### src/rtl/core/its_pkg.sv
// ----------------------------------------------------------------------------
// its_pkg: shared definitions for the telemetry slave
// widths, command codes, reply framing bytes and register reset values
// ----------------------------------------------------------------------------
package its_pkg;

	// sensor slots, numbered from 1
	localparam int SLOT_MAX   = 5;
	localparam int SLOT_COUNT = 5;
	localparam int SLOT_W     = $clog2(SLOT_MAX);

	// configuration port
	localparam int CFG_IDX_W  = SLOT_W;
	localparam int CFG_DATA_W = 8;

	// reply buffer
	localparam int REPLY_MAX  = 8;
	localparam int RCNT_W     = $clog2(REPLY_MAX + 1);
	localparam int BODY_MAX   = REPLY_MAX - 2;

	// request framing
	localparam int REQ_CNT_W  = 2;

	// slave side payload layout
	localparam int RXB_LO     = 0;
	localparam int SIDX_LO    = 8;
	localparam int SVAL_LO    = 12;
	localparam int S_TDATA_W  = 48;

	typedef logic [7:0] byte_t;

	// command nibble
	localparam logic [3:0] CMD_ECHO  = 4'h8;
	localparam logic [3:0] CMD_INFO  = 4'h9;
	localparam logic [3:0] CMD_VALUE = 4'hA;

	// framing bytes
	localparam byte_t LEN_REQ   = 8'h04;
	localparam byte_t LEN_SHORT = 8'h06;
	localparam byte_t LEN_LONG  = 8'h08;
	localparam byte_t SIZE_2B   = 8'h02;
	localparam byte_t SIZE_4B   = 8'h04;

	localparam logic [15:0] CHK_SEED = 16'hFFFF;
	localparam int TYPE_WIDE_BIT = 7;

	localparam byte_t TYPE_RESET [SLOT_MAX] = '{8'd3, 8'd1, 8'd9, 8'd131, 8'd132};

endpackage

### src/rtl/core/ibus_telemetry_slave_unit.sv
// ----------------------------------------------------------------------------
// ibus_telemetry_slave_unit: telemetry slave of a half-duplex sensor bus
// frames 4-byte requests, checks them and builds 4/6/8-byte replies
// ----------------------------------------------------------------------------
// a request's last byte is registered in the input stage, then its reply loads the reply buffer
// throughput: one request per cycle, only the byte that closes an answered
// request waits, and only while an earlier reply is still draining
// a reply leaves at one byte per cycle while m_tready is high, from the single reply shift
// buffer, which reloads as its last byte leaves
// reset (arst_n low): framing restarts, slot values clear, types take defaults
module ibus_telemetry_slave_unit (
	input  logic                          clk,
	input  logic                          arst_n,
	// slave side: bus bytes and sensor value updates
	input  logic                          s_tvalid,
	output logic                          s_tready,
	// rx_byte [7:0], slot_index [11:8], slot_value [43:12], zero [47:44]
	input  logic [its_pkg::S_TDATA_W-1:0] s_tdata,
	// kind [0]: 0 bus byte, 1 value update
	input  logic                          s_tuser,
	// master side: reply bytes
	output logic                          m_tvalid,
	input  logic                          m_tready,
	// tx_byte [7:0]
	output logic [7:0]                    m_tdata,
	// last_byte of a reply
	output logic                          m_tlast,
	// configuration write port
	input  logic                          cfg_wen,
	input  logic [its_pkg::CFG_IDX_W-1:0] cfg_index,
	input  logic [its_pkg::CFG_DATA_W-1:0] cfg_wdata
);

	// input stage
	logic                  s1_valid;
	logic                  kind_s1;
	its_pkg::byte_t        rxb_s1;
	logic [3:0]            sidx_s1;
	logic [31:0]           sval_s1;
	logic                  s1_adv;

	// block state
	logic [its_pkg::REQ_CNT_W-1:0] cnt_q;
	logic [its_pkg::REQ_CNT_W-1:0] cnt_d;
	its_pkg::byte_t                req1_q;   // command byte
	its_pkg::byte_t                req2_q;   // checksum low byte
	its_pkg::byte_t                types_q  [its_pkg::SLOT_MAX];
	logic [31:0]                   values_q [its_pkg::SLOT_MAX];

	// reply buffer, byte 0 is on the bus
	its_pkg::byte_t                rbuf_q [its_pkg::REPLY_MAX];
	logic [its_pkg::RCNT_W-1:0]    rcnt_q;
	logic                          buf_free;
	logic                          m_take;

	// decode of the item in the input stage
	logic                          upd_hit;
	logic [its_pkg::SLOT_W-1:0]    upd_slot;
	logic                          bus_item;
	logic [15:0]                   req_chk;
	logic                          chk_ok;
	logic [3:0]                    slot_nib;
	logic                          slot_ok;
	logic [its_pkg::SLOT_W-1:0]    rd_slot;
	its_pkg::byte_t                rd_type;
	logic [31:0]                   rd_val;
	logic                          cmd_ok;
	its_pkg::byte_t                body [its_pkg::BODY_MAX];
	logic [its_pkg::RCNT_W-1:0]    rlen;
	logic [15:0]                   body_sum;
	logic [15:0]                   rchk;
	its_pkg::byte_t                rbuf_d [its_pkg::REPLY_MAX];
	logic                          has_reply;

	// ---------------------------------------------------------------- handshakes
	assign m_take   = m_tvalid && m_tready;
	// buffer can take a new reply now or as its last byte leaves
	assign buf_free = (rcnt_q == '0) ||
	                  ((rcnt_q == its_pkg::RCNT_W'(1)) && m_tready);
	// an item with no reply never waits on the master side
	assign s1_adv   = s1_valid && (!has_reply || buf_free);
	assign s_tready = !s1_valid || s1_adv;

	// ---------------------------------------------------------------- input stage
	always_ff @(posedge clk or negedge arst_n) begin
		if (!arst_n) begin
			s1_valid <= 1'b0;
		end else if (s_tready) begin
			s1_valid <= s_tvalid;
		end
	end

	always_ff @(posedge clk) begin
		if (s_tvalid && s_tready) begin
			kind_s1 <= s_tuser;
			rxb_s1  <= s_tdata[its_pkg::RXB_LO +: 8];
			sidx_s1 <= s_tdata[its_pkg::SIDX_LO +: 4];
			sval_s1 <= s_tdata[its_pkg::SVAL_LO +: 32];
		end
	end

	// ---------------------------------------------------------------- value updates
	assign upd_hit  = kind_s1 && (sidx_s1 != 4'd0) &&
	                  (sidx_s1 <= 4'(its_pkg::SLOT_COUNT));
	assign upd_slot = sidx_s1[its_pkg::SLOT_W-1:0] - its_pkg::SLOT_W'(1);

	// ---------------------------------------------------------------- request framing
	assign bus_item = !kind_s1;

	// count 0 waits for the length byte, 1..2 collect command and checksum low,
	// 3 means the current byte closes the request
	always_comb begin
		cnt_d = cnt_q;
		if (bus_item) begin
			if (cnt_q == '0) begin
				cnt_d = (rxb_s1 == its_pkg::LEN_REQ) ? its_pkg::REQ_CNT_W'(1) : '0;
			end else if (cnt_q == its_pkg::REQ_CNT_W'(3)) begin
				cnt_d = '0;
			end else begin
				cnt_d = cnt_q + its_pkg::REQ_CNT_W'(1);
			end
		end
	end

	// request checksum over the length byte and the command byte
	assign req_chk  = its_pkg::CHK_SEED - {8'h00, its_pkg::LEN_REQ} - {8'h00, req1_q};
	assign chk_ok   = (req2_q == req_chk[7:0]) && (rxb_s1 == req_chk[15:8]);

	assign slot_nib = req1_q[3:0];
	assign slot_ok  = (slot_nib != 4'd0) && (slot_nib <= 4'(its_pkg::SLOT_COUNT));
	assign rd_slot  = slot_nib[its_pkg::SLOT_W-1:0] - its_pkg::SLOT_W'(1);
	assign rd_type  = types_q[rd_slot];
	assign rd_val   = values_q[rd_slot];

	// ---------------------------------------------------------------- reply build
	always_comb begin
		for (int i = 0; i < its_pkg::BODY_MAX; i++) begin
			body[i] = '0;
		end
		rlen    = '0;
		cmd_ok  = 1'b1;
		body[1] = req1_q;
		case (req1_q[7:4])
			its_pkg::CMD_ECHO: begin
				body[0] = its_pkg::LEN_REQ;
				rlen    = its_pkg::RCNT_W'(4);
			end
			its_pkg::CMD_INFO: begin
				body[0] = its_pkg::LEN_SHORT;
				body[2] = rd_type;
				body[3] = rd_type[its_pkg::TYPE_WIDE_BIT] ? its_pkg::SIZE_4B : its_pkg::SIZE_2B;
				rlen    = its_pkg::RCNT_W'(6);
			end
			its_pkg::CMD_VALUE: begin
				body[2] = rd_val[7:0];
				body[3] = rd_val[15:8];
				if (rd_type[its_pkg::TYPE_WIDE_BIT]) begin
					body[0] = its_pkg::LEN_LONG;
					body[4] = rd_val[23:16];
					body[5] = rd_val[31:24];
					rlen    = its_pkg::RCNT_W'(8);
				end else begin
					body[0] = its_pkg::LEN_SHORT;
					rlen    = its_pkg::RCNT_W'(6);
				end
			end
			default: begin
				cmd_ok = 1'b0;
			end
		endcase
	end

	// unused body bytes are zero, so summing all of them is safe
	always_comb begin
		body_sum = '0;
		for (int i = 0; i < its_pkg::BODY_MAX; i++) begin
			body_sum = body_sum + {8'h00, body[i]};
		end
	end
	assign rchk = its_pkg::CHK_SEED - body_sum;

	// checksum lands right after the body, low byte first
	always_comb begin
		for (int i = 0; i < its_pkg::REPLY_MAX; i++) begin
			if (its_pkg::RCNT_W'(i) == rlen - its_pkg::RCNT_W'(2)) begin
				rbuf_d[i] = rchk[7:0];
			end else if (its_pkg::RCNT_W'(i) == rlen - its_pkg::RCNT_W'(1)) begin
				rbuf_d[i] = rchk[15:8];
			end else if (i < its_pkg::BODY_MAX) begin
				rbuf_d[i] = body[i];
			end else begin
				rbuf_d[i] = '0;
			end
		end
	end

	assign has_reply = bus_item && (cnt_q == its_pkg::REQ_CNT_W'(3)) &&
	                   chk_ok && slot_ok && cmd_ok;

	// ---------------------------------------------------------------- state update
	always_ff @(posedge clk or negedge arst_n) begin
		if (!arst_n) begin
			cnt_q <= '0;
			for (int i = 0; i < its_pkg::SLOT_MAX; i++) begin
				types_q[i]  <= its_pkg::TYPE_RESET[i];
				values_q[i] <= '0;
			end
		end else begin
			if (s1_adv) begin
				cnt_q <= cnt_d;
				if (upd_hit) begin
					values_q[upd_slot] <= sval_s1;
				end
			end
			// the user must write config only while idle, the block itself does not enforce it
			if (cfg_wen && (cfg_index < its_pkg::CFG_IDX_W'(its_pkg::SLOT_MAX))) begin
				types_q[cfg_index] <= cfg_wdata;
			end
		end
	end

	// request bytes need no reset, each is written before it is read
	always_ff @(posedge clk) begin
		if (s1_adv && bus_item) begin
			if (cnt_q == its_pkg::REQ_CNT_W'(1)) begin
				req1_q <= rxb_s1;
			end
			if (cnt_q == its_pkg::REQ_CNT_W'(2)) begin
				req2_q <= rxb_s1;
			end
		end
	end

	// ---------------------------------------------------------------- reply buffer
	always_ff @(posedge clk or negedge arst_n) begin
		if (!arst_n) begin
			rcnt_q <= '0;
		end else if (s1_adv && has_reply) begin
			rcnt_q <= rlen;
		end else if (m_take) begin
			rcnt_q <= rcnt_q - its_pkg::RCNT_W'(1);
		end
	end

	always_ff @(posedge clk) begin
		if (s1_adv && has_reply) begin
			rbuf_q <= rbuf_d;
		end else if (m_take) begin
			for (int i = 0; i < its_pkg::REPLY_MAX - 1; i++) begin
				rbuf_q[i] <= rbuf_q[i+1];
			end
		end
	end

	assign m_tvalid = (rcnt_q != '0);
	assign m_tdata  = rbuf_q[0];
	assign m_tlast  = (rcnt_q == its_pkg::RCNT_W'(1));

endmodule

### config.mk
export PLATFORM = sky130hd
export DESIGN_NAME = ibus_telemetry_slave_unit
export DESIGN_NICKNAME = d
export VERILOG_FILES = /design/src/rtl/core/its_pkg.sv /design/src/rtl/core/ibus_telemetry_slave_unit.sv
export SDC_FILE = /design/constraint.sdc
export NUM_CORES = 1
export LEC_CHECK = 0
export CORE_UTILIZATION = 58
export DETAILED_ROUTE_END_ITERATION = 12
export DONT_BUFFER_PORTS = 1
export PLACE_DENSITY = 0.76
export RECOVER_POWER = 50
export SYNTH_ARGS = -nofsm -noshare
export SYNTH_HDL_FRONTEND = slang
export SYNTH_SLANG_ARGS = --single-unit
export TNS_END_PERCENT = 5
### constraint.sdc
create_clock -name clk -period 6.22 [get_ports clk]
set_clock_uncertainty 0.05 [all_clocks]
set_input_delay 1.244 -clock clk [delete_from_list [all_inputs] [get_ports clk]]
set_output_delay 1.244 -clock clk [all_outputs]
set_load 0.05 [all_outputs]
======== Word level (Yosys, flattened, before mapping) ========
Index checks and enable logic that the tools add are counted.
word-level totals
  register bits ........................... 332
  output and inout bits ................... 11
  logic and storage cells ................. 156
cells by class
  add/sub/neg operators ................... 13
  order comparisons ....................... 8
  eq/ne operators ......................... 24
  mux-type cells .......................... 44
  bitwise gates (word level) .............. 4
  reduce and logical (&&, ||, !) cells .... 36
operator list
  kind                                                                 number
  160-bit bitwise mux                                                  1
  8-bit 2-to-1 mux                                                     19
  56-bit 2-to-1 mux                                                    2
  32-bit binary-select mux with 3-bit select                           1
  32-bit demux with 3-bit select                                       1
  32-bit 2-to-1 mux                                                    3
  40-bit bitwise mux                                                   1
  3-bit by 4-bit == test with 1-bit output, first input constant       8
  16-bit 2-to-1 mux                                                    2
  16-bit one-hot mux with 2 select lines                               1
  8-bit binary-select mux with 3-bit select                            1
  8-bit demux with 3-bit select                                        1
  4-bit one-hot mux with 3 select lines                                2
  1-bit logical AND                                                    17
  2-bit by 4-bit == test with 1-bit output, first input constant       4
  8-bit == test                                                        2
  4-bit 2-to-1 mux                                                     4
  1-bit by 14-bit subtractor with 15-bit output, first input constant  1
  12-bit by 8-bit adder with 13-bit output                             1
  11-bit by 8-bit adder with 12-bit output                             1
  4-bit == test, second input constant                                 3
  4-bit >= comparator, second input constant                           3
  4-bit zero test                                                      3
  3-bit NOT with 4-bit output                                          3
  other kinds (27)                                                     44

======== Logic depth before layout (Yosys ltp) ========
Gate-level depths: netlist of run 1.
  depth after elaboration ................. 16
  depth in mapped cells ................... 24
  mapped depth without buffers ............ 20

======== Worst setup path before layout of run 1 ========
Ideal clock, no wire load.
  kind .................................... flip-flop to flip-flop
  start point ............................. register req1_q[0]
  end point ............................... register rbuf_q[32] (netlist bit), data pin
  setup time .............................. 0.152 ns
  arrival ................................. 6.031 ns
  setup slack ............................. -0.013 ns
  cell stages (with the launch flop) ...... 25
  period minus slack after synthesis ...... 6.233 ns
  cell sequence ........................... edfxtp_1 buf_2 buf_2 buf_2 inv_1 ha_1 xor2_2 mux2_2 nand2_1 clkinv_1 buf_1 nand2_1 fa_1 inv_1 fa_1 inv_1 fa_1 inv_1 fa_1 a211oi_1 o21bai_1 a21oi_1 xor2_1 mux2i_1 o21ai_0
between the ends
  cells in the longest elaborated chain, start to end .. 16
  elaborated cells on any way between the ends .. 43
  those cells by class .................... add/sub: 10; order compare: 1; eq/ne: 4; mux: 17; bitwise: 1; reduce/logical: 10
RTL lines
  item                                                 line                                                                RTL
  from (decl)                                          ibus_telemetry_slave_unit.sv:45                                     its_pkg::byte_t req1_q;
  from (signal assigned)                               ibus_telemetry_slave_unit.sv:226                                    req1_q <= rxb_s1;
  3-bit by 1-bit subtractor with 3-bit output          ibus_telemetry_slave_unit.sv:131                                    assign rd_slot = slot_nib[its_pkg::SLOT_W-1:0] - its_pkg::SLOT_W'(1);
  3-bit NOT with 4-bit output (not written as such)    ibus_telemetry_slave_unit.sv:132, ibus_telemetry_slave_unit.sv:133
  8-bit binary-select mux with 3-bit select            ibus_telemetry_slave_unit.sv:132                                    assign rd_type = types_q[rd_slot];
  8-bit 2-to-1 mux (not written as such) (2 in a row)  ibus_telemetry_slave_unit.sv:132
  4-bit 2-to-1 mux                                     ibus_telemetry_slave_unit.sv:157                                    if (rd_type[its_pkg::TYPE_WIDE_BIT]) begin
  4-bit one-hot mux with 3 select lines                ibus_telemetry_slave_unit.sv:143                                    case (req1_q[7:4])
  8-bit by 8-bit adder with 9-bit output               ibus_telemetry_slave_unit.sv:177                                    body_sum = body_sum + {8'h00, body[i]};
  9-bit by 8-bit adder with 10-bit output              ibus_telemetry_slave_unit.sv:177
  10-bit by 8-bit adder with 11-bit output             ibus_telemetry_slave_unit.sv:177
  11-bit by 8-bit adder with 12-bit output             ibus_telemetry_slave_unit.sv:177
  12-bit by 8-bit adder with 13-bit output             ibus_telemetry_slave_unit.sv:177
  1-bit by 14-bit subtractor with 15-bit output        ibus_telemetry_slave_unit.sv:180                                    assign rchk = its_pkg::CHK_SEED - body_sum;
  8-bit 2-to-1 mux                                     ibus_telemetry_slave_unit.sv:187                                    end else if (its_pkg::RCNT_W'(i) == rlen - its_pkg::RCNT_W'(1)) begin
  8-bit 2-to-1 mux                                     ibus_telemetry_slave_unit.sv:185                                    if (its_pkg::RCNT_W'(i) == rlen - its_pkg::RCNT_W'(2)) begin
  56-bit 2-to-1 mux (*)                                ibus_telemetry_slave_unit.sv:246                                    if (s1_adv && has_reply) begin
  to (signal assigned)                                 ibus_telemetry_slave_unit.sv:247                                    rbuf_q <= rbuf_d;
  to (signal, indexed assignment)                      ibus_telemetry_slave_unit.sv:250                                    rbuf_q[i] <= rbuf_q[i+1];
  to (decl)                                            ibus_telemetry_slave_unit.sv:51                                     its_pkg::byte_t rbuf_q [its_pkg::REPLY_MAX];
Mark *: on every way between the ends. The rest lies on a longest branch, timed or not. The select of a mux whose other input is x is not followed.
A chain may end at the register's enable or synchronous reset.

======== Final worst setup path of run 1 ========
  start point ............................. register req1_q[1]
  end point ............................... register rbuf_q[32] (netlist bit), data pin
Same word-level chain as after synthesis.

==> reports/qor.txt, run 1 <==
final core utilization - 64.6%
Max VDD drop - 0.000290 V
EDFF count, synth - 122
layout cells sized above 1 - 30.3%
Initial Utilization - 58.8%
r2r worst-path depth - 18
worst skew pair latency - 530 ps
Cell Area, Placed - 16200 µm²
Reg-to-Reg End - rbuf_q[32]
first-pass GRT wire length - 52800 µm
kind of critical path - register to register
Worst-path clk slew - 60 ps
worst min path class - input port to asynchronous set/reset pin
DP HPWL - 21600 µm
crit-path most repeated cell - fa_1
Post-Route WL - 32400 µm
Max Clk Rate - 173 MHz
core area - 26900 µm²
initial antenna violation count - 0
vias in the first global route - 9690
Vias - 9303
hold bufs inserted after CTS - 0
Mapped Cells - 1152
first-pass iteration count of the detailed router - 6
final setup fails - 0
max-slew violation count - 42
Hold Violations, Final - 0
register area share after synthesis - 56.0%
CP endpoint kind - register
# clock sinks - 329
Die Span X - 167 µm
CTS tree - yes
Final Critical Period - 5780 ps
initial drt markers - 872
Crit Path Max Fanout - 22
fin crit share - 92.9%
number of remaining DRC errors - 0
Reg-to-Reg Start - req1_q[1]
post-CTS setup buffers - 0
Placed Instances - 1458
Filler cells - 1971
largest net degree at the start of global routing - 208
diode count - 0
Max Cap Viol - 2
startpoint types - register
Seq cells post-synth - 329
Slew Limit Headroom - -33.6%
Post-DRT Antenna Nets - 0
asr flop ratio synth - 62.9%
RSZ-0062 raised after global routing - false
most frequent cells in the layout - 203 x mux2_2, 197 x dfrtp_1, 122 x edfxtp_1
All-Layer GR Usage - 24.3%
Worst EP arrival - 6090 ps
Power Dens Cells - 361 nW/µm²
failing checks - max-capacitance violations, max-slew violations
Synth cell types - 65
crit-path cells - inv_1 > ha_2 > xor2_4 > buf_4 > nand3_1 > a21oi_1 > fa_1 > fa_1 > inv_1 > fa_1 > inv_1 > fa_1 > a211oi_1 > o21bai_1 > a21oi_1 > xor2_2 > mux2i_1 > o21ai_0
Setup WS pre-CTS - 359 ps
IO Port Bufs - 0
outcome - finished, violations left
root buffer cell - clkbuf_16
vias per inst - 6.12
area of the multi-input gates - 6480 µm²
critical path's slowest cell - fa_1
synthesized area - 15800 µm²
GR Overflow Total - 0
row cnt - 60
CP required - 6530 ps
critical path's largest stage delay - 520 ps
Die Y - 167 µm
synth-to-layout area growth - 9.83%
final setup TNS - 0 ps
average size of a mapped cell - 13.7 µm²
Ys Warns - 0
Non-Filler Instances - 1521
final setup margin - 440 ps
Die Area - 27900 µm²
final net count - 1276
cts bufs inserted - 35
Avg WL per Cell - 21.3 µm
gpl congestion - 0.965
Primary FF master, synth - dfrtp_1
Max clock buf depth - 3
# IOs - 76
CTS H-Tree Depth - 2
Worst-Margin Slew - 1980 ps
syn nets - 1274
Pleak - 7.40 nW
commonest non-fill, non-tap cell in the layout - mux2_2
post-route cell area - 17400 µm²
register area - 8860 µm²
R2R setup slack - 440 ps
cells by family (layout without fill, tap and decap cells):
family                   Yosys count  count (layout)  share of synthesized area [%]
AO/OA/AOI/OAI                    113             113                           4.64
XOR/XNOR                          19              19                           1.15
adder cells (fa/ha/maj)           57              57                           5.79
buffers and inverters            121             149                           3.35
flip-flops                       329             329                           56.0
multiplexers                     262             262                           21.4
AND/OR/NAND/NOR                  251             251                           7.68
worst max path at each step:
| stage | startpoint | endpoint | slack (ps) | depth (start not counted) |
|---|---|---|---|---|
| after CTS | req1_q[1] | rbuf_q[48] | 330 | 21 |
| after global placement | req1_q[1] | rbuf_q[48] | 480 | 18 |
| after detailed placement | req1_q[1] | rbuf_q[48] | 360 | 18 |
| final | req1_q[1] | rbuf_q[32] | 440 | 18 |
| after global routing | req1_q[1] | rbuf_q[32] | 30 | 21 |
| after floorplan | req1_q[0] | rbuf_q[32] | 20 | 24 |
routing by layer:
layer	track usage, %	up-vias	share of wire (%)
met4	8.45	0	2.6
met5	0	-	0
met1	34.3	4707	43
met2	38.7	347	48
li1	-	4194	-
met3	4.07	55	6.8
per-stage QoR:
| stage | hold WS [ps] | total power [mW] |
|---|---|---|
| 3_5_place_dp | 441 | 4.22 |
| 5_1_grt | 368 | 6.54 |
| 2_1_floorplan | 410 | 3.94 |
| 4_1_cts | 361 | 6.30 |
| 6_report | 381 | 6.26 |
| 3_3_place_gp | 433 | 4.15 |
cell type report:
| type | count | area share [%] |
|---|---|---|
| Multi-Input combinational cell | 702 | 37.3 |
| Clock inverter | 10 | 0.533 |
| Timing Repair Buffer | 28 | 1.31 |
| Inverter | 58 | 1.25 |
| Clock buffer | 53 | 6.14 |
| Tap cell | 341 | 2.46 |
| Sequential cell | 329 | 51.0 |
what timing repair did:
item | CTS | global route
gates resized for setup | 0 | 2
setup endpoints to repair | 0 | 3
endpoints found under the hold margin | 0 | 0
worst max-delay path: cells and delay by family, from the launching register on:
family	cells	cell delay, ps
multiplexers	1	120
AO/OA/AOI/OAI	5	1300
AND/OR/NAND/NOR	1	140
flip-flops	1	400
buffers and inverters	4	680
adder cells (fa/ha/maj)	5	2340
XOR/XNOR	2	570
sequential cells by signal, summed over array words and instances, names as in the netlist, 8 cells and up:
register  count
rxb_s1        8
types_q      40
sval_s1      32
values_q    160
m_tdata       8
req1_q        8
rbuf_q       53
req2_q        8
report_power, final:
| group | total (mW) | internal, mW | switching (mW) |
|---|---|---|---|
| registers | 3.11 | 2.80 | 0.306 |
| clock network | 2.07 | 1.23 | 0.842 |
| logic | 1.08 | 0.600 | 0.478 |
synth_stat cells, types with 6 or more instances:
master,n,share of area (%)
inv_1,56,1.3
nand3_1,35,1.1
o21ai_0,25,0.79
nand4_1,12,0.47
and2_1,7,0.28
and3_1,7,0.28
mux2_2,206,15
a221o_1,6,0.38
mux4_2,40,5.7
xor2_1,8,0.44
a31oi_1,8,0.32
edfxtp_1,122,23
clkbuf_1,32,0.76
buf_1,6,0.14
a21oi_1,22,0.70
xnor2_1,9,0.50
o21ai_1,13,0.41
dfstp_2,10,1.7
buf_2,12,0.38
ha_1,30,2.4
buf_4,8,0.38
fa_1,27,3.4
nand2_1,109,2.6
a21o_1,8,0.38
mux2i_1,16,1.0
nor3_1,15,0.47
nor2_1,36,0.85
a22oi_1,9,0.43
dfrtp_1,197,31
(Power assumes the default switching activity.)
==> run 2, diff against run 1 <==
--- a/config.mk
+++ b/config.mk
@@ -5,10 +5,10 @@
 export SDC_FILE = /design/constraint.sdc
 export NUM_CORES = 1
 export LEC_CHECK = 0
-export CORE_UTILIZATION = 58
+export CORE_UTILIZATION = 50
 export DETAILED_ROUTE_END_ITERATION = 12
 export DONT_BUFFER_PORTS = 1
-export PLACE_DENSITY = 0.76
+export PLACE_DENSITY = 0.68
 export RECOVER_POWER = 50
 export SYNTH_ARGS = -nofsm -noshare
 export SYNTH_HDL_FRONTEND = slang
==> run 2 against run 1 <==
The flow still finishes with violations (max-capacitance violations, max-slew violations). Worst setup slack better by 31 ps. Critical path depth down 4. Clock power fell by 5%. Highest routed layer unchanged. Register-to-register slack improved by 30 ps. Via count fell by 0.98%. Largest cell class unchanged. Wire length rose by 1.7%. Critical path type unchanged. Fmax is 0.54% higher. Sequential cell count stayed put. Cell count up 4.2%. Core utilization shrank 8.2 points. Final area up 0.21%.
==> reports/qor.txt, run 2 (synthesized netlist as in run 1, its figures left out) <==
DP HPWL - 21900 µm
Worst-path clk slew - 60 ps
NetSw - 1.61 mW
startpoint types - register
Clk pwr share - 32.1%
Initial Utilization - 51.3%
CP required - 6530 ps
initial drt markers - 821
core area - 30800 µm²
Max clock buf depth - 3
Die Span X - 180 µm
vias per inst - 5.81
Max Clk Rate - 174 MHz
largest net degree at the start of global routing - 208
gpl congestion - 0.908
most frequent cells in the layout - 205 x mux2_2, 197 x dfrtp_1, 122 x edfxtp_1
register area - 8860 µm²
row cnt - 64
layout cells sized above 1 - 30.8%
Hold Violations, Final - 0
# IOs - 76
r2r worst-path depth - 14
first-pass GRT wire length - 53100 µm
Slew Limit Headroom - -44.9%
max reg flops - 160
first-pass iteration count of the detailed router - 5
Internal - 4.54 mW
Crit Path Max Fanout - 9
fin crit share - 92.4%
area of the multi-input gates - 6470 µm²
cts bufs inserted - 36
number of remaining DRC errors - 0
CTS tree - yes
All-Layer GR Usage - 21.0%
Max Cap Viol - 2
final net count - 1285
Vias - 9212
Filler cells - 2479
final core utilization - 56.4%
Pleak - 7.39 nW
Worst-Margin Slew - 2170 ps
Cell Area, Placed - 16300 µm²
Worst EP arrival - 6060 ps
vias in the first global route - 9339
post-route cell area - 17400 µm²
Gate power share - 17.5%
GR Overflow Total - 0
commonest non-fill, non-tap cell in the layout - mux2_2
synth-to-layout area growth - 10.1%
CTS H-Tree Depth - 2
root buffer cell - clkbuf_16
Die Area - 32300 µm²
Post-Route WL - 33000 µm
Biggest register - values_q
Sequential Power Share - 50.3%
# clock sinks - 329
final setup fails - 0
kind of critical path - register to register
worst skew pair latency - 520 ps
Die Y - 180 µm
RSZ-0062 raised after global routing - false
worst min path class - input port to asynchronous set/reset pin
Avg WL per Cell - 20.8 µm
diode count - 0
Max VDD drop - 0.000249 V
Power Dens Cells - 353 nW/µm²
failing checks - max-capacitance violations, max-slew violations
max-slew violation count - 42
outcome - finished, violations left
final setup TNS - 0 ps
IO Port Bufs - 0
initial antenna violation count - 0
hold slack - 381 ps
CP endpoint kind - register
Post-DRT Antenna Nets - 0
switching part of the total - 26.2%
Final Critical Period - 5750 ps
post-CTS setup buffers - 0
hold bufs inserted after CTS - 0
largest registers - values_q: 160 flops, rbuf_q: 53 flops, types_q: 40 flops
run 2: critical path, stage by stage (launching register included):
cell      delay (ps)
edfxtp_1         480
or4bb_1          600
nor2_1           650
a221o_1          380
fa_1             470
fa_1             470
fa_1             500
ha_1             260
fa_1             430
a211oi_1         330
o21bai_1         120
a21oi_1          260
xor2_2           280
mux2i_1          140
o21ai_0          160
run 2: power groups by stage:
stage,clock network [mW],logic (mW),registers (mW)
final,1.97,1.08,3.10
after global placement,0,1.05,3.11
after global routing,2.10,1.18,3.16
after CTS,2.02,1.09,3.10
after floorplan,0,0.932,3.00
after detailed placement,0,1.08,3.13
run 2: worst paths after layout:
check                                 from            to  slack [ps]
worst max-delay path             req1_q[6]    rbuf_q[32]         470
worst min-delay path                arst_n   types_q[29]         380
worst max register to register   req1_q[6]    rbuf_q[32]         470
worst min register to register  rbuf_q[46]    rbuf_q[54]         450
max in group asynchronous           arst_n  values_q[59]        5360
min in group clk                rbuf_q[46]    rbuf_q[54]         450
run 2: final cells by class:
| cell class | count | area share [%] |
|---|---|---|
| clock buffer | 52 | 5.81 |
| clock inverter | 12 | 0.460 |
| inverter | 58 | 1.27 |
| multi-input combinational | 702 | 37.2 |
| sequential | 329 | 50.9 |
| tap | 396 | 2.85 |
| timing repair buffer | 36 | 1.54 |
run 2: what timing repair did:
action / 4_1_cts / 5_1_grt
endpoints found under the setup margin: 0 / 3
resized for setup: 0 / 2
hold endpoints to repair: 0 / 0
run 2: stage by stage:
| stage | std cells | total power [mW] | setup slack, ps |
|---|---|---|---|
| 2_1_floorplan | 1152 | 3.94 | 18.5 |
| 3_3_place_gp | 1521 | 4.16 | 465 |
| 3_5_place_dp | 1521 | 4.22 | 395 |
| 4_1_cts | 1585 | 6.20 | 382 |
| 5_1_grt | 1585 | 6.44 | 56.7 |
| 6_report | 1585 | 6.15 | 472 |
run 2: per-layer routing:
metal | vias to the layer above | wire (µm) | global-route usage [%] | part of all wire (%)
met2 | 232 | 15500 | 33.1 | 47
met3 | 44 | 1590 | 3.04 | 4.8
met5 | - | 0 | 0 | 0
met1 | 4748 | 15200 | 30.7 | 46
met4 | 0 | 649 | 5.45 | 2.0
li1 | 4188 | - | - | -
